--- src/rtl/core/polyphonic_dds_tone_mixer_top_assert.svh ---
// ----------------------------------------------------------------------------
// Tone mixer assertion macros
// Concurrent assertion helpers for the tone mixer, empty in synthesis.
// ----------------------------------------------------------------------------
`ifndef POLYPHONIC_DDS_TONE_MIXER_TOP_ASSERT_SVH
`define POLYPHONIC_DDS_TONE_MIXER_TOP_ASSERT_SVH

`ifndef SYNTHESIS
`define PDTM_ASSERT_SAME(lbl, ante, cons) \
   lbl: assert property (@(posedge clock) disable iff (reset) (ante) |-> (cons)) \
      else $error("tone mixer assertion failed");
`define PDTM_ASSERT_NEXT(lbl, ante, cons) \
   lbl: assert property (@(posedge clock) disable iff (reset) (ante) |=> (cons)) \
      else $error("tone mixer assertion failed");
`else
`define PDTM_ASSERT_SAME(lbl, ante, cons)
`define PDTM_ASSERT_NEXT(lbl, ante, cons)
`endif

`endif

--- src/rtl/core/pdtm_pkg.sv ---
// ----------------------------------------------------------------------------
// Tone mixer package
// Shared types, register codes, sine table and reciprocal table.
// ----------------------------------------------------------------------------
package pdtm_pkg;

   localparam int PACKED_VOICES = 4;
   localparam int VOICE_W       = 2;
   localparam int STEP_W        = 16;
   localparam int VOL_W         = 8;
   localparam int SAMPLE_W      = 8;
   localparam int ROM_IDX_W     = 8;
   localparam int ROM_DEPTH     = 256;
   localparam int COUNT_W       = 3;
   localparam int MUL_W         = 13;
   localparam int PROD_W        = 2 * MUL_W;
   localparam int ACC_W         = 11;
   localparam int RECIP_SHIFT   = 11;
   localparam int CSR_ADDR_W    = 2;
   localparam int CSR_DATA_W    = 64;

   typedef enum logic [CSR_ADDR_W-1:0] {
      CSR_VOICE_COUNT   = 2'd0,
      CSR_PHASE_STEPS   = 2'd1,
      CSR_VOICE_VOLUMES = 2'd2
   } csr_addr_type;

   typedef enum logic [2:0] {
      ST_IDLE,
      ST_MUL,
      ST_ACC,
      ST_DIV,
      ST_FIN
   } state_type;

   typedef struct packed {
      logic               accept;
      logic               advance;
      logic               mul_en;
      logic               mul_div;
      logic               acc_clr;
      logic               acc_en;
      logic               out_load;
      logic [VOICE_W-1:0] voice;
   } ctl_type;

   localparam logic [SAMPLE_W-1:0] SINE_ROM [ROM_DEPTH] = '{
      8'd127, 8'd130, 8'd133, 8'd136, 8'd139, 8'd143, 8'd146, 8'd149,
      8'd152, 8'd155, 8'd158, 8'd161, 8'd164, 8'd167, 8'd170, 8'd173,
      8'd176, 8'd179, 8'd182, 8'd184, 8'd187, 8'd190, 8'd193, 8'd195,
      8'd198, 8'd200, 8'd203, 8'd205, 8'd208, 8'd210, 8'd213, 8'd215,
      8'd217, 8'd219, 8'd221, 8'd224, 8'd226, 8'd228, 8'd229, 8'd231,
      8'd233, 8'd235, 8'd236, 8'd238, 8'd239, 8'd241, 8'd242, 8'd244,
      8'd245, 8'd246, 8'd247, 8'd248, 8'd249, 8'd250, 8'd251, 8'd251,
      8'd252, 8'd253, 8'd253, 8'd254, 8'd254, 8'd254, 8'd254, 8'd254,
      8'd255, 8'd254, 8'd254, 8'd254, 8'd254, 8'd254, 8'd253, 8'd253,
      8'd252, 8'd251, 8'd251, 8'd250, 8'd249, 8'd248, 8'd247, 8'd246,
      8'd245, 8'd244, 8'd242, 8'd241, 8'd239, 8'd238, 8'd236, 8'd235,
      8'd233, 8'd231, 8'd229, 8'd228, 8'd226, 8'd224, 8'd221, 8'd219,
      8'd217, 8'd215, 8'd213, 8'd210, 8'd208, 8'd205, 8'd203, 8'd200,
      8'd198, 8'd195, 8'd193, 8'd190, 8'd187, 8'd184, 8'd182, 8'd179,
      8'd176, 8'd173, 8'd170, 8'd167, 8'd164, 8'd161, 8'd158, 8'd155,
      8'd152, 8'd149, 8'd146, 8'd143, 8'd139, 8'd136, 8'd133, 8'd130,
      8'd127, 8'd124, 8'd121, 8'd118, 8'd115, 8'd111, 8'd108, 8'd105,
      8'd102, 8'd99,  8'd96,  8'd93,  8'd90,  8'd87,  8'd84,  8'd81,
      8'd78,  8'd75,  8'd72,  8'd70,  8'd67,  8'd64,  8'd61,  8'd59,
      8'd56,  8'd54,  8'd51,  8'd49,  8'd46,  8'd44,  8'd41,  8'd39,
      8'd37,  8'd35,  8'd33,  8'd30,  8'd28,  8'd26,  8'd25,  8'd23,
      8'd21,  8'd19,  8'd18,  8'd16,  8'd15,  8'd13,  8'd12,  8'd10,
      8'd9,   8'd8,   8'd7,   8'd6,   8'd5,   8'd4,   8'd3,   8'd3,
      8'd2,   8'd1,   8'd1,   8'd0,   8'd0,   8'd0,   8'd0,   8'd0,
      8'd0,   8'd0,   8'd0,   8'd0,   8'd0,   8'd0,   8'd1,   8'd1,
      8'd2,   8'd3,   8'd3,   8'd4,   8'd5,   8'd6,   8'd7,   8'd8,
      8'd9,   8'd10,  8'd12,  8'd13,  8'd15,  8'd16,  8'd18,  8'd19,
      8'd21,  8'd23,  8'd25,  8'd26,  8'd28,  8'd30,  8'd33,  8'd35,
      8'd37,  8'd39,  8'd41,  8'd44,  8'd46,  8'd49,  8'd51,  8'd54,
      8'd56,  8'd59,  8'd61,  8'd64,  8'd67,  8'd70,  8'd72,  8'd75,
      8'd78,  8'd81,  8'd84,  8'd87,  8'd90,  8'd93,  8'd96,  8'd99,
      8'd102, 8'd105, 8'd108, 8'd111, 8'd115, 8'd118, 8'd121, 8'd124
   };

   // Reciprocals scaled by two to the RECIP_SHIFT; the thirds entry is
   // rounded up, which stays exact for every sum magnitude the mix reaches.
   function automatic logic [MUL_W-1:0] recip(input logic [COUNT_W-1:0] n);
      logic [MUL_W-1:0] r;
      unique case (n)
         3'd2:    r = 13'd1024;
         3'd3:    r = 13'd683;
         3'd4:    r = 13'd512;
         default: r = 13'd2048;
      endcase
      return r;
   endfunction

endpackage

--- src/rtl/core/pdtm_mul_unit.sv ---
// ----------------------------------------------------------------------------
// Shared multiplier
// Signed multiplier with a registered product, reused for every voice
// scaling and for the final divide by the voice count.
// ----------------------------------------------------------------------------
module pdtm_mul_unit (
   input  logic                                clock,
   input  logic                                enable,
   input  logic signed [pdtm_pkg::MUL_W-1:0]   operand_a,
   input  logic signed [pdtm_pkg::MUL_W-1:0]   operand_b,
   output logic signed [pdtm_pkg::PROD_W-1:0]  product
);

   logic signed [pdtm_pkg::PROD_W-1:0] prod_ff;
   logic signed [pdtm_pkg::PROD_W-1:0] prod_in;

   always_comb begin
      prod_in = enable ? operand_a * operand_b : prod_ff;
   end

   always_ff @(posedge clock) begin
      prod_ff <= prod_in;
   end

   assign product = prod_ff;

endmodule

--- src/rtl/core/pdtm_phase_bank.sv ---
// ----------------------------------------------------------------------------
// Voice phase bank
// Holds the phase accumulator of each voice, clears and advances them, and
// looks up the sine sample of the selected voice.
// ----------------------------------------------------------------------------
module pdtm_phase_bank #(
   parameter int NUM_VOICES          = 4,
   parameter int TABLE_ENTRIES       = 256,
   parameter int PHASE_FRACTION_BITS = 8
) (
   input  logic                             clock,
   input  logic                             reset,
   input  logic                             clear,
   input  logic                             advance,
   input  logic [pdtm_pkg::VOICE_W-1:0]     voice,
   input  logic [pdtm_pkg::STEP_W-1:0]      step,
   output logic [pdtm_pkg::SAMPLE_W-1:0]    sample
);

   localparam int INT_W   = $clog2(TABLE_ENTRIES);
   localparam int PHASE_W = INT_W + PHASE_FRACTION_BITS;
   localparam int SUM_W   = (PHASE_W > pdtm_pkg::STEP_W) ? PHASE_W : pdtm_pkg::STEP_W;
   localparam int SEL_W   = (NUM_VOICES > 1) ? $clog2(NUM_VOICES) : 1;

   logic [PHASE_W-1:0]              phase_ff [NUM_VOICES];
   logic [PHASE_W-1:0]              phase_in [NUM_VOICES];
   logic [SEL_W-1:0]                sel;
   logic [PHASE_W-1:0]              cur_phase;
   logic [SUM_W-1:0]                phase_sum;
   logic [INT_W-1:0]                int_part;
   logic [INT_W+pdtm_pkg::ROM_IDX_W-1:0] scaled;
   logic [pdtm_pkg::ROM_IDX_W-1:0]  rom_idx;

   assign sel       = voice[SEL_W-1:0];
   assign cur_phase = phase_ff[sel];
   assign phase_sum = SUM_W'(cur_phase) + SUM_W'(step);
   assign int_part  = cur_phase[PHASE_W-1:PHASE_FRACTION_BITS];
   assign scaled    = {int_part, {pdtm_pkg::ROM_IDX_W{1'b0}}} >> INT_W;
   assign rom_idx   = scaled[pdtm_pkg::ROM_IDX_W-1:0];
   assign sample    = pdtm_pkg::SINE_ROM[rom_idx];

   always_comb begin
      for (int i = 0; i < NUM_VOICES; i++) begin
         if (clear) begin
            phase_in[i] = '0;
         end else if (advance && (sel == SEL_W'(i))) begin
            phase_in[i] = phase_sum[PHASE_W-1:0];
         end else begin
            phase_in[i] = phase_ff[i];
         end
      end
   end

   always_ff @(posedge clock) begin
      for (int i = 0; i < NUM_VOICES; i++) begin
         if (reset) begin
            phase_ff[i] <= '0;
         end else begin
            phase_ff[i] <= phase_in[i];
         end
      end
   end

endmodule

--- src/rtl/core/pdtm_ctrl.sv ---
// ----------------------------------------------------------------------------
// Tone mixer sequencer
// Steps the shared multiplier through the active voices, then through the
// divide by the voice count, and loads the output register.
// ----------------------------------------------------------------------------
module pdtm_ctrl (
   input  logic                              clock,
   input  logic                              reset,
   input  logic                              req_tvalid,
   input  logic                              rsp_busy,
   input  logic [pdtm_pkg::COUNT_W-1:0]      n_active,
   output logic                              req_tready,
   output pdtm_pkg::ctl_type                 ctl
);

   pdtm_pkg::state_type              state_ff;
   pdtm_pkg::state_type              state_in;
   logic [pdtm_pkg::VOICE_W-1:0]     voice_ff;
   logic [pdtm_pkg::VOICE_W-1:0]     voice_in;
   logic                             last_voice;

   assign last_voice = (pdtm_pkg::COUNT_W'(voice_ff) + 3'd1) == n_active;

   always_ff @(posedge clock) begin
      if (reset) begin
         state_ff <= pdtm_pkg::ST_IDLE;
         voice_ff <= '0;
      end else begin
         state_ff <= state_in;
         voice_ff <= voice_in;
      end
   end

   always_comb begin
      state_in     = state_ff;
      voice_in     = voice_ff;
      req_tready   = 1'b0;
      ctl          = '0;
      ctl.voice    = voice_ff;
      unique case (state_ff)
         pdtm_pkg::ST_IDLE: begin
            req_tready = 1'b1;
            if (req_tvalid) begin
               ctl.accept  = 1'b1;
               ctl.acc_clr = 1'b1;
               voice_in    = '0;
               state_in    = pdtm_pkg::ST_MUL;
            end
         end
         pdtm_pkg::ST_MUL: begin
            ctl.mul_en  = 1'b1;
            ctl.advance = 1'b1;
            state_in    = pdtm_pkg::ST_ACC;
         end
         pdtm_pkg::ST_ACC: begin
            ctl.acc_en = 1'b1;
            if (last_voice) begin
               state_in = pdtm_pkg::ST_DIV;
            end else begin
               voice_in = voice_ff + 2'd1;
               state_in = pdtm_pkg::ST_MUL;
            end
         end
         pdtm_pkg::ST_DIV: begin
            ctl.mul_en  = 1'b1;
            ctl.mul_div = 1'b1;
            state_in    = pdtm_pkg::ST_FIN;
         end
         pdtm_pkg::ST_FIN: begin
            if (!rsp_busy) begin
               ctl.out_load = 1'b1;
               state_in     = pdtm_pkg::ST_IDLE;
            end
         end
         default: begin
            state_in = pdtm_pkg::ST_IDLE;
         end
      endcase
   end

endmodule

--- src/rtl/core/polyphonic_dds_tone_mixer_top.sv ---
// ----------------------------------------------------------------------------
// Polyphonic tone mixer
// Mixes up to four sine voices read from a shared table into one PWM duty.
// ----------------------------------------------------------------------------
// Each beat on the req_ channel is one sample tick; bit 0 of req_tdata
// clears every voice phase before the tick. Each tick returns one beat on
// the rsp_ channel carrying the 8-bit duty value, 128 being silence.
// Voice count, phase steps and volumes are written through the csr_ port
// while no tick is in flight.
// For N active voices (1 to 4), the single shared multiplier takes each
// voice through a multiply state and an accumulate state, then multiplies
// by the reciprocal of N for the divide, and the FIN state forms the
// saturated result and loads it into the output register. A new tick is
// accepted only once the result sits in the output register, so no tick
// starts while another is being computed.
// Reset clears all phases and loads one voice, zero steps and unity
// volumes. If the receiver stalls, the result holds in the output register,
// one further tick is computed, and the block then waits until the output
// register is free.
// ----------------------------------------------------------------------------
module polyphonic_dds_tone_mixer_top #(
   parameter int MAX_VOICES          = 4,
   parameter int TABLE_ENTRIES       = 256,
   parameter int PHASE_FRACTION_BITS = 8
) (
   input  logic                                 clock,
   input  logic                                 reset,
   input  logic                                 req_tvalid,
   output logic                                 req_tready,
   input  logic [7:0]                           req_tdata,   // phase_clear, zero fill
   output logic                                 rsp_tvalid,
   input  logic                                 rsp_tready,
   output logic [7:0]                           rsp_tdata,   // duty_value
   input  logic                                 csr_wr_en,
   input  logic [pdtm_pkg::CSR_ADDR_W-1:0]      csr_addr,
   input  logic [pdtm_pkg::CSR_DATA_W-1:0]      csr_wr_data
);

`include "polyphonic_dds_tone_mixer_top_assert.svh"

   localparam int ACT_VOICES = (MAX_VOICES < pdtm_pkg::PACKED_VOICES) ?
                               MAX_VOICES : pdtm_pkg::PACKED_VOICES;

   logic [pdtm_pkg::COUNT_W-1:0]                   count_ff;
   logic [pdtm_pkg::PACKED_VOICES*pdtm_pkg::STEP_W-1:0] steps_ff;
   logic [pdtm_pkg::PACKED_VOICES*pdtm_pkg::VOL_W-1:0]  vols_ff;

   pdtm_pkg::ctl_type                      ctl;
   logic [pdtm_pkg::COUNT_W-1:0]           n_active;
   logic                                   rsp_busy;
   logic [pdtm_pkg::STEP_W-1:0]            step;
   logic [pdtm_pkg::VOL_W-1:0]             vol;
   logic [pdtm_pkg::SAMPLE_W-1:0]          sample;
   logic signed [8:0]                      centered;
   logic signed [pdtm_pkg::MUL_W-1:0]      op_a;
   logic signed [pdtm_pkg::MUL_W-1:0]      op_b;
   logic signed [pdtm_pkg::PROD_W-1:0]     product;
   logic signed [17:0]                     scaled;
   logic signed [17:0]                     rounded;
   logic signed [pdtm_pkg::ACC_W-1:0]      term;
   logic signed [pdtm_pkg::ACC_W-1:0]      acc_ff;
   logic signed [pdtm_pkg::ACC_W-1:0]      acc_in;
   logic [pdtm_pkg::ACC_W-1:0]             magnitude;
   logic [9:0]                             quotient;
   logic [11:0]                            mix;
   logic [7:0]                             duty;
   logic                                   rsp_valid_ff;
   logic                                   rsp_valid_in;
   logic [7:0]                             rsp_data_ff;
   logic [7:0]                             rsp_data_in;

   always_ff @(posedge clock) begin
      if (reset) begin
         count_ff <= 3'd1;
         steps_ff <= '0;
         vols_ff  <= 32'h8080_8080;
      end else if (csr_wr_en) begin
         unique case (csr_addr)
            pdtm_pkg::CSR_VOICE_COUNT:   count_ff <= csr_wr_data[pdtm_pkg::COUNT_W-1:0];
            pdtm_pkg::CSR_PHASE_STEPS:   steps_ff <= csr_wr_data;
            pdtm_pkg::CSR_VOICE_VOLUMES: vols_ff  <= csr_wr_data[31:0];
            default: begin
            end
         endcase
      end
   end

   always_comb begin
      if (count_ff == 3'd0) begin
         n_active = 3'd1;
      end else if (count_ff > pdtm_pkg::COUNT_W'(ACT_VOICES)) begin
         n_active = pdtm_pkg::COUNT_W'(ACT_VOICES);
      end else begin
         n_active = count_ff;
      end
   end

   assign rsp_busy = rsp_valid_ff && !rsp_tready;

   pdtm_ctrl u_ctrl (
      .clock      (clock),
      .reset      (reset),
      .req_tvalid (req_tvalid),
      .rsp_busy   (rsp_busy),
      .n_active   (n_active),
      .req_tready (req_tready),
      .ctl        (ctl)
   );

   assign step = steps_ff[ctl.voice*pdtm_pkg::STEP_W +: pdtm_pkg::STEP_W];
   assign vol  = vols_ff[ctl.voice*pdtm_pkg::VOL_W +: pdtm_pkg::VOL_W];

   pdtm_phase_bank #(
      .NUM_VOICES          (ACT_VOICES),
      .TABLE_ENTRIES       (TABLE_ENTRIES),
      .PHASE_FRACTION_BITS (PHASE_FRACTION_BITS)
   ) u_phase_bank (
      .clock   (clock),
      .reset   (reset),
      .clear   (ctl.accept && req_tdata[0]),
      .advance (ctl.advance),
      .voice   (ctl.voice),
      .step    (step),
      .sample  (sample)
   );

   assign centered  = $signed({1'b0, sample}) - 9'sd128;
   assign magnitude = acc_ff[pdtm_pkg::ACC_W-1] ? -acc_ff : acc_ff;

   always_comb begin
      if (ctl.mul_div) begin
         op_a = $signed({2'b00, magnitude});
         op_b = $signed(pdtm_pkg::recip(n_active));
      end else begin
         op_a = {{4{centered[8]}}, centered};
         op_b = $signed({5'b00000, vol});
      end
   end

   pdtm_mul_unit u_mul (
      .clock     (clock),
      .enable    (ctl.mul_en),
      .operand_a (op_a),
      .operand_b (op_b),
      .product   (product)
   );

   // The voice term divides by 128 toward zero, so negative products are
   // biased before the arithmetic shift.
   assign scaled  = product[17:0];
   assign rounded = scaled + (scaled[17] ? 18'sd127 : 18'sd0);
   assign term    = rounded[17:7];

   always_comb begin
      if (ctl.acc_clr) begin
         acc_in = '0;
      end else if (ctl.acc_en) begin
         acc_in = acc_ff + term;
      end else begin
         acc_in = acc_ff;
      end
   end

   always_ff @(posedge clock) begin
      acc_ff <= acc_in;
   end

   assign quotient = product[pdtm_pkg::RECIP_SHIFT+9:pdtm_pkg::RECIP_SHIFT];
   assign mix      = acc_ff[pdtm_pkg::ACC_W-1] ? 12'd128 - {2'b00, quotient}
                                               : 12'd128 + {2'b00, quotient};

   always_comb begin
      if (mix[11]) begin
         duty = 8'd0;
      end else if (mix > 12'd255) begin
         duty = 8'd255;
      end else begin
         duty = mix[7:0];
      end
   end

   always_comb begin
      rsp_valid_in = rsp_valid_ff;
      rsp_data_in  = rsp_data_ff;
      if (ctl.out_load) begin
         rsp_valid_in = 1'b1;
         rsp_data_in  = duty;
      end else if (rsp_tready) begin
         rsp_valid_in = 1'b0;
      end
   end

   always_ff @(posedge clock) begin
      if (reset) begin
         rsp_valid_ff <= 1'b0;
      end else begin
         rsp_valid_ff <= rsp_valid_in;
      end
      rsp_data_ff <= rsp_data_in;
   end

   assign rsp_tvalid = rsp_valid_ff;
   assign rsp_tdata  = rsp_data_ff;

   `PDTM_ASSERT_NEXT(a_busy_after_accept, req_tvalid && req_tready, !req_tready)
   `PDTM_ASSERT_NEXT(a_acc_cleared, ctl.accept, acc_ff == '0)
   `PDTM_ASSERT_NEXT(a_load_shows_result, ctl.out_load, rsp_tvalid && rsp_tdata == $past(duty))
   `PDTM_ASSERT_SAME(a_load_only_free, ctl.out_load, !rsp_busy)

endmodule

--- config.mk ---
export PLATFORM = sky130hd
export DESIGN_NAME = polyphonic_dds_tone_mixer_top
export DESIGN_NICKNAME = d
export VERILOG_FILES = /design/src/rtl/core/pdtm_pkg.sv /design/src/rtl/core/pdtm_mul_unit.sv /design/src/rtl/core/pdtm_phase_bank.sv /design/src/rtl/core/pdtm_ctrl.sv /design/src/rtl/core/polyphonic_dds_tone_mixer_top.sv
export VERILOG_INCLUDE_DIRS = /design/src /design/src/rtl/core
export SDC_FILE = /design/constraint.sdc
export NUM_CORES = 1
export LEC_CHECK = 0
export BUFFER_PORTS_ARGS = -buffer_cell sky130_fd_sc_hd__buf_2
export CORE_ASPECT_RATIO = 0.9
export CORE_MARGIN = 2
export CORE_UTILIZATION = 25
export CTS_BUF_LIST = sky130_fd_sc_hd__clkbuf_4 sky130_fd_sc_hd__clkbuf_8 sky130_fd_sc_hd__clkbuf_16
export CTS_CLUSTER_DIAMETER = 50
export DETAILED_ROUTE_END_ITERATION = 10
export PLACE_DENSITY = 0.37
export SETUP_SLACK_MARGIN = 0.4
export SYNTH_ARGS = -nofsm -noshare
export SYNTH_HDL_FRONTEND = slang
export SYNTH_SLANG_ARGS = --single-unit
--- constraint.sdc ---
create_clock -name clock -period 9.1 [get_ports clock]
set_input_delay 1.82 -clock clock [delete_from_list [all_inputs] [get_ports clock]]
set_output_delay 1.82 -clock clock [all_outputs]
set_load 0.005 [all_outputs]
==> results of run 1 <==
## cell usage in the layout, fill, tap and decap left out, types with 58 or more instances in the layout
cell      count
nand2_1     294
inv_1       197
nor2_1      189
a21oi_1     168
dfxtp_1     117
ha_1        113
fa_1        107
edfxtp_1     93
buf_2        80
xnor2_1      58
## layer usage
metal | vias up | wire length (um) | GRT usage (%)
met3 | 81 | 3190 | 3.27
met1 | 6815 | 27300 | 22.9
met2 | 350 | 23600 | 23.8
li1 | 6741 | - | -
met4 | 20 | 929 | 3.28
met5 | - | 130 | 0
## power by group
| part | leakage [nW] | internal, W | total [W] | switching, W |
|---|---|---|---|---|
| clock network | 0.534 | 0.000759 | 0.00126 | 0.000504 |
| registers | 1.91 | 0.00108 | 0.00115 | 0.0000654 |
| logic | 5.60 | 0.000481 | 0.00125 | 0.000771 |
| total | 8.04 | 0.00232 | 0.00367 | 0.00134 |
## logic make-up after synthesis
logic type	synth area share, %
AO/OA/AOI/OAI	13.4
XOR/XNOR	4.01
adder cells (fa/ha/maj)	20.6
buffers and inverters	7.29
flip-flops	29.9
multiplexers	6.96
AND/OR/NAND/NOR	17.8
## worst max-delay path, delay by kind of cell, from the launching register on
kind	cells	cell delay (ns)
AO/OA/AOI/OAI	10	2.26
XOR/XNOR	1	0.17
adder cells (fa/ha/maj)	6	2.82
buffers and inverters	7	1.03
flip-flops	1	0.46
multiplexers	2	0.55
AND/OR/NAND/NOR	4	0.71
## per-stage QoR
step | util (%) | hold slack [ns]
floorplan | - | 0.432
global placement | 27.3 | 0.443
detailed placement | 27.3 | 0.444
CTS | 28.9 | 0.452
global route | 29.0 | 0.470
finish | 29.0 | 0.452
## cells in the mapped netlist, types with 29 or more instances
cell and count:
a21oi_1 168, clkbuf_1 70, dfxtp_1 118, edfxtp_1 93
fa_1 107, ha_1 113, inv_1 197, mux4_2 36
nand2_1 294, nand2b_1 29, nor2_1 190, nor3_1 40
o21ai_0 39, xnor2_1 58
## layout make-up
type,count,area share [%]
clock buffers,42,4.66
diodes,2,0.0253
flip-flops and latches,211,26.0
repair buffers,135,4.24
well taps,883,5.58
clock inverters,17,0.828
multi-input cells,1416,54.8
inverters,202,3.84
## how the worst min path moves through the flow
stage | cells after the start | to
after floorplan | 2 | vols_ff[23]$_SDFFE_PP1P_
after global placement | 2 | vols_ff[10]$_SDFFE_PP0P_
after detailed placement | 2 | steps_ff[32]$_SDFFE_PP0P_
after CTS | 2 | steps_ff[32]$_SDFFE_PP0P_
after global routing | 2 | steps_ff[42]$_SDFFE_PP0P_
final | 2 | steps_ff[32]$_SDFFE_PP0P_
## registers in the layout (all words and copies together), names as in the netlist, 2 cells and up, named ones only
register,count
u_mul.product,21
acc_ff,11
rsp_tdata,8
vols_ff,32
u_ctrl.state_ff,3
u_phase_bank.phase_ff,64
u_ctrl.voice_ff,2
count_ff,3
steps_ff,64
==> flow_summary.toml, run 1 <==
[status]
result_of_the_run = "finished, final reports clean"

[final_layout]
num-nets-final = 2299
layoutNonFillerInstCount = 2908
stdcell_area_um2 = 19800
syn2layout_area_growth_pct = 14.9
filler_instances = 7358
sequential_cell_area_um2 = 5160
multiInputGateArea_um2 = 10800
drive_gt1_share_pct = 13.1

[worst_setup_path]
r2r_end = "u_mul.product[20]$_DFFE_PP_"
crit_path_max_delay_cell_type = "fa_1"
ff2ff_setup_slack_ns = 0.78
critical_path.most_common_cell = "fa_1"
crit_type = "reg -> reg"
crit_arrival_ns = 8.56
r2r.worst_path.cells = 30
timing.critical_path.to = "u_mul.product[20]$_DFFE_PP_"
setup.worst_path.end_class = "flop"
worst_path_largest_cell_delay_ns = 0.55
critical_path_peak_fanout = 17
worst_ep_required_time_ns = 9.34
critPathLaunchType = "flop"

[place]
portBuffers = 81
placedCellCount = 2847
hpwl_after_dpl_um = 41500
dpl_cell_area_um2 = 18700
preCtsSetupSlack_ns = 0.781
gp_congestion = 0.856

[timing]
period_share_pct = 91.4
rsz0062_at_grt = "no"
slew_margin_rel_pct = 34.4
max_clock_skew_ns = 0.0416
final.min_clock_period_ns = 8.32
hold_violations_final = 0
setup_viol = 0
fin_ws_ns = 0.783
tightestPinTransition_ns = 0.984
maxClockFrequency_ghz = 0.120
timing.setup.tns_ns = 0
maxSlewViolCount = 0

[floorplanning]
fp.dieArea_um2 = 71000
chipHeight_um = 253
floorplan.rows = 91
floorplan.initialDensity_pct = 25.2
design.portCount = 89
core-area_um2 = 68300
die_w_um = 281

[yosys]
synth_seq_cells = 211
synth_fp_nets = 2235
share_of_synthesized_registers_carrying_an_async_set_or_reset_pct = 0
ys.flop_type = "dfxtp_1"
netlist.top_cell.by_area = "edfxtp_1"
synthesis.yosys.warnings = 0
post_synth.cell_area_avg_um2 = 8.90
synthCells = 1936
yosys_top_cell_area_share_pct = 16.2
synthDistinctLibCells = 94
synth-edff-count = 93
synth-seq-area-share_pct = 29.9
synth.cell_area_um2 = 17200
yosys-top-cells-area = "edfxtp_1, dfxtp_1, fa_1"

[global_route]
gr-usage-all-layers_pct = 15.7
grt_pass1_wl_um = 86000
grt_start_max_net_pins = 92
initial_antenna_violation_count = 12
grt_remaining_overflow = 0
first_global_vias = 14200

[clock_tree]
cts_inserted_buffers = 34
cts_root_cell = "clkbuf_16"
cts_tree = "built"
cts_repair_resize_count = 0
cts_max_path_buffers = 3
cts_setup_buffers = 0
clock_latency_ns = 0.55
cts-hold-fix-buffers = 0
clock_sinks = 211
clock_transition_at_the_register_clock_pins_on_the_worst_setup_and_hold_paths_after_cts_ns = 0.06
htree_num_levels = 2

[detailed_routing]
dr.first_iter.drc_count = 1185
post_detailed_route_via_to_cell_ratio = 4.82
drt-total-wl_um = 55100
wire_per_inst_um = 19.0
detail-route-antenna-nets = 0
vias = 14000
remaining_drc_errors = 0
drt_pre_antenna_iters = 6

[pwr]
vdd_ir_drop_max_uv = 139
power_w = 0.00367
power.static_leakage_nw = 8.04
power.density_nw_per_um2 = 185

[min_path]
hp-start = "steps_ff[32]$_SDFFE_PP0P_"
worst_hold_path_type = "reg -> reg"

[flow_run]
cap_violations = 0
Note: power is estimated with default switching activity, not from simulation.
==> run 2: changes to the inputs <==
--- a/config.mk
+++ b/config.mk
@@ -13,7 +13,8 @@
 export CTS_BUF_LIST = sky130_fd_sc_hd__clkbuf_4 sky130_fd_sc_hd__clkbuf_8 sky130_fd_sc_hd__clkbuf_16
 export CTS_CLUSTER_DIAMETER = 50
 export DETAILED_ROUTE_END_ITERATION = 10
-export PLACE_DENSITY = 0.37
+export PLACE_DENSITY = 0.39
+export RECOVER_POWER = 25
 export SETUP_SLACK_MARGIN = 0.4
 export SYNTH_ARGS = -nofsm -noshare
 export SYNTH_HDL_FRONTEND = slang
==> constraint.sdc (replaced) <==
create_clock -name clock -period 7.2 [get_ports clock]
set_input_delay 1.44 -clock clock [delete_from_list [all_inputs] [get_ports clock]]
set_output_delay 1.44 -clock clock [all_outputs]
set_load 0.005 [all_outputs]
==> flow_summary.toml, run 2 (synthesis results as in run 1) <==
[timing]
maxClockFrequency_ghz = 0.135
slew_margin_rel_pct = -119
rsz0062_at_grt = "yes"
fin_ws_ns = -0.184
tightestPinTransition_ns = 3.29
max_clock_skew_ns = 0.0194
final.min_clock_period_ns = 7.38
maxSlewViolCount = 117
period_share_pct = 103
setup_viol = 5
hold_violations_final = 0

[global_route]
gr-usage-met3_pct = 2.32
groute.layer.met1.usage_pct = 22.8
gr-usage-all-layers_pct = 16.1
first_global_vias = 15400
grt_remaining_overflow = 0
grt_start_max_net_pins = 74
initial_antenna_violation_count = 5
grt_pass1_wl_um = 88800
top_usage_layer = "met2"
grt_use_met2_pct = 26.2

[final_layout]
num-nets-final = 2505
most_common_cell_after_layout_fill_and_taps_aside = "nand2_1"
largestRegisters = "steps_ff x64, u_phase_bank.phase_ff x64, vols_ff x32"
filler_instances = 7233
drive_gt1_share_pct = 26.2
layout_common_cells = "nand2_1, buf_4, inv_1, nor2_1, a21oi_1"
layoutNonFillerInstCount = 3112
stdcell_area_um2 = 22300
n_antenna_cell = 0
syn2layout_area_growth_pct = 29.3
final_core_utilization_pct = 32.6

[clock_tree]
clock_sinks = 211
htree_num_levels = 1
cts_inserted_buffers = 31
clock_latency_ns = 0.59
clock_transition_at_the_register_clock_pins_on_the_worst_setup_and_hold_paths_after_cts_ns = 0.06
cts_root_cell = "clkbuf_16"
cts_max_path_buffers = 3
cts_tree = "built"
cts-hold-fix-buffers = 0

[worst_setup_path]
worst_ep_required_time_ns = 7.50
ff2ff_setup_slack_ns = -0.18
crit_path_max_delay_cell_type = "mux4_2"
crit_type = "reg -> reg"
crit_arrival_ns = 7.68
critical_path_peak_fanout = 5
setup.worst_path.end_class = "flop"
worst_path_largest_cell_delay_ns = 0.60
critPathLaunchType = "flop"
critical_path.most_common_cell = "fa_1"

[floorplanning]
die_w_um = 281
fp.dieArea_um2 = 71000
chipHeight_um = 253
design.portCount = 89
floorplan.initialDensity_pct = 25.2
floorplan.rows = 91
core-area_um2 = 68300

[status]
violations = "capacitance limit, slew limit, setup timing"
result_of_the_run = "complete, but fails checks"

[place]
hpwl_after_dpl_um = 43300
placedCellCount = 3019
gp_congestion = 0.852
preCtsSetupSlack_ns = -0.651
dpl_cell_area_um2 = 20300
portBuffers = 81

[pwr]
power.density_nw_per_um2 = 228
vdd_ir_drop_max_uv = 172
power_w = 0.00509
power.static_leakage_nw = 9.21

[detailed_routing]
post_detailed_route_via_to_cell_ratio = 4.73
dr.first_iter.drc_count = 750
remaining_drc_errors = 0
wire_per_inst_um = 18.0
drt-total-wl_um = 56100
detail-route-antenna-nets = 0
vias = 14700
drt_pre_antenna_iters = 5

[min_path]
worst_hold_path_type = "reg -> reg"

[flow_run]
cap_violations = 2
## run 2: worst paths after layout
kind / from / endpoint / depth (start not counted)
hold / removal: steps_ff[32]$_SDFFE_PP0P_ / steps_ff[32]$_SDFFE_PP0P_ / 2
hold reg to reg: steps_ff[32]$_SDFFE_PP0P_ / steps_ff[32]$_SDFFE_PP0P_ / 2
setup / recovery: flop / u_mul.product[19]$_DFFE_PP_ / 29
setup reg to reg: flop / u_mul.product[19]$_DFFE_PP_ / 29
## run 2: worst max-delay path: cells and delay by family (launching register included)
family          cells  cell delay (ns)
mux                 1             0.60
flops               1             0.39
fa+ha+maj           7             2.60
xor+xnor            1             0.14
compound gates      5             1.50
simple gates        7             1.08
buf+inv             8             0.73
## run 2: metrics by stage
stage	hold slack (ns)	setup TNS, ns
6_report	0.454	-0.524
5_1_grt	0.467	-1.88
4_1_cts	0.453	-0.727
3_5_place_dp	0.445	-2.73
3_3_place_gp	0.440	-3.28
2_1_floorplan	0.432	0
## run 2: final cells by class
type / count / area (um^2) / area share, %
tap: 883 / 1100 / 4.96
clock inverter: 18 / 164 / 0.736
inverter: 202 / 791 / 3.55
clock buffer: 38 / 865 / 3.88
timing repair buffer: 344 / 2570 / 11.6
sequential: 211 / 5160 / 23.2
multi-input combinational: 1416 / 11600 / 52.2
## run 2: routing by layer
metal / wire [um] / share of wire (%)
met1: 27500 / 49
met3: 2220 / 4.0
met2: 25500 / 46
met4: 798 / 1.4
met5: 37 / 0.066
## run 2: report_power, final
group          leakage, nW  switching, W  internal [W]
Sequential            1.91     0.0000735       0.00137
Combinational         6.79       0.00117      0.000987
Clock                0.515      0.000596      0.000898
Total                 9.21       0.00184       0.00325
## run 2: what timing repair did
item | CTS | global route
hold endpoints to repair | 0 | 0
gates cloned | 0 | 0
setup endpoints to repair | 12 | 12
setup buffers | 25 | 12
pin swaps | 47 | 26
resized for setup | 84 | 34
==> run 3: changes to the inputs <==
--- a/config.mk
+++ b/config.mk
@@ -11,11 +11,12 @@
 export CORE_MARGIN = 2
 export CORE_UTILIZATION = 25
 export CTS_BUF_LIST = sky130_fd_sc_hd__clkbuf_4 sky130_fd_sc_hd__clkbuf_8 sky130_fd_sc_hd__clkbuf_16
-export CTS_CLUSTER_DIAMETER = 50
+export CTS_CLUSTER_DIAMETER = 150
 export DETAILED_ROUTE_END_ITERATION = 10
 export PLACE_DENSITY = 0.39
 export RECOVER_POWER = 25
 export SETUP_SLACK_MARGIN = 0.4
+export SKIP_LAST_GASP = 1
 export SYNTH_ARGS = -nofsm -noshare
 export SYNTH_HDL_FRONTEND = slang
 export SYNTH_SLANG_ARGS = --single-unit
==> flow_summary.toml, run 3 (synthesis results as in run 1) <==
[status]
result_of_the_run = "complete, but fails checks"
violations = "capacitance limit, slew limit, setup timing"

[global_route]
gr-usage-all-layers_pct = 16.0
grt_start_max_net_pins = 74
grt_remaining_overflow = 0
first_global_vias = 15300
initial_antenna_violation_count = 3
grt_pass1_wl_um = 88300

[final_layout]
drive_gt1_share_pct = 26.2
syn2layout_area_growth_pct = 28.7
largestRegisters = "steps_ff x64, u_phase_bank.phase_ff x64, vols_ff x32"
layoutNonFillerInstCount = 3107
most_common_cell_after_layout_fill_and_taps_aside = "nand2_1"
n_antenna_cell = 0
final_core_utilization_pct = 32.4
num-nets-final = 2503
layout_common_cells = "nand2_1, buf_4, inv_1, nor2_1, a21oi_1"

[worst_setup_path]
worst_ep_required_time_ns = 7.46
setup.worst_path.end_class = "flop"
cp_num_buf_inv = 8
critical_path_peak_fanout = 5
critPathLaunchType = "flop"
crit_arrival_ns = 7.67
crit_path_max_delay_cell_type = "mux4_2"
crit_type = "reg -> reg"
crit_family = "adder cells"
worst_path_largest_cell_delay_ns = 0.60
critical_path.most_common_cell = "fa_1"

[clock_tree]
cts-hold-fix-buffers = 0
htree_num_levels = 1
cts_root_cell = "clkbuf_16"
clock_sinks = 211
cts_inserted_buffers = 26
clock_transition_at_the_register_clock_pins_on_the_worst_setup_and_hold_paths_after_cts_ns = 0.06
cts_max_path_buffers = 3
cts_tree = "built"
clock_latency_ns = 0.57

[timing]
setup_viol = 5
rsz0062_at_grt = "yes"
timing.setup.tns_ns = -0.581
hold_violations_final = 0
maxSlewViolCount = 117
max_clock_skew_ns = 0.0173
final.min_clock_period_ns = 7.40
fin_ws_ns = -0.203
period_share_pct = 103
tightestPinTransition_ns = 3.33
slew_margin_rel_pct = -122
hold_ws_ns = 0.453
maxClockFrequency_ghz = 0.135

[floorplanning]
die_w_um = 281
core-area_um2 = 68300
floorplan.rows = 91
floorplan.initialDensity_pct = 25.2
design.portCount = 89
chipHeight_um = 253
fp.dieArea_um2 = 71000

[pwr]
power.static_leakage_nw = 9.15
power.density_nw_per_um2 = 222
vdd_ir_drop_max_uv = 147

[min_path]
worst_hold_path_type = "reg -> reg"

[detailed_routing]
wire_per_inst_um = 18.0
dr.first_iter.drc_count = 775
post_detailed_route_via_to_cell_ratio = 4.75
drt_pre_antenna_iters = 5
vias = 14800
drt-total-wl_um = 55900
detail-route-antenna-nets = 0
remaining_drc_errors = 0

[place]
gp_congestion = 0.852
hpwl_after_dpl_um = 43300
placedCellCount = 3019
portBuffers = 81

[flow_run]
cap_violations = 2
## run 3: changes by cell type in the layout (fill, tap and decap cells not counted), sizes merged
cell,change
clkbuf,-2
clkinvlp,+1
buf,+3
clkinv,-2
inv,-5
## run 3: worst paths after layout
kind,from,end,slack [ns],depth (start not counted)
min,steps_ff[11]$_SDFFE_PP0P_,steps_ff[11]$_SDFFE_PP0P_,0.45,2
min reg2reg,steps_ff[11]$_SDFFE_PP0P_,steps_ff[11]$_SDFFE_PP0P_,0.45,2
max reg2reg,flop,u_mul.product[19]$_DFFE_PP_,-0.20,29
max,flop,u_mul.product[19]$_DFFE_PP_,-0.20,29
## run 3: metrics by stage
step,area (um^2),total power [W],setup slack (ns)
floorplan,17600,0.00266,0.223
global placement,20300,0.00343,-0.710
detailed placement,20300,0.00343,-0.651
CTS,21900,0.00493,-0.221
global route,22200,0.00526,-0.440
finish,22200,0.00493,-0.203
## run 3: layer usage
layer / share of wire (%) / routed length (um) / GRT usage [%]
met1: 49 / 27700 / 22.8
met2: 45 / 25400 / 26.1
met3: 3.9 / 2190 / 2.37
met4: 1.1 / 626 / 2.32
met5: 0.061 / 34 / 0
## run 3: cell type report
class / count / area, um^2
multi-input cells: 1416 / 11600
flip-flops and latches: 211 / 5160
fillers: 7254 / 46100
clock inverters: 12 / 126
well taps: 883 / 1100
inverters: 202 / 791
clock buffers: 36 / 757
repair buffers: 347 / 2600
## run 3: worst min-delay path: cells and delay by family (launching register included)
family / cells / cell delay, ns
DFF: 1 / 0.31
and+or+nand+nor: 1 / 0.05
AOI/OAI and AO/OA: 1 / 0.05
## run 3: power breakdown
group          total [W]  internal (W)  switching [W]  leakage (nW)
Clock            0.00132      0.000779       0.000544         0.435
Sequential       0.00144       0.00137      0.0000738          1.91
Combinational    0.00216      0.000992        0.00117          6.80
## run 3: timing repair
item                                    4_1_cts  5_1_grt
resized for setup                            83       40
pin swaps                                    47       25
endpoints found under the setup margin       12       12
endpoints found under the hold margin         0        0
cloned                                        0        0
setup buffers                                26       14
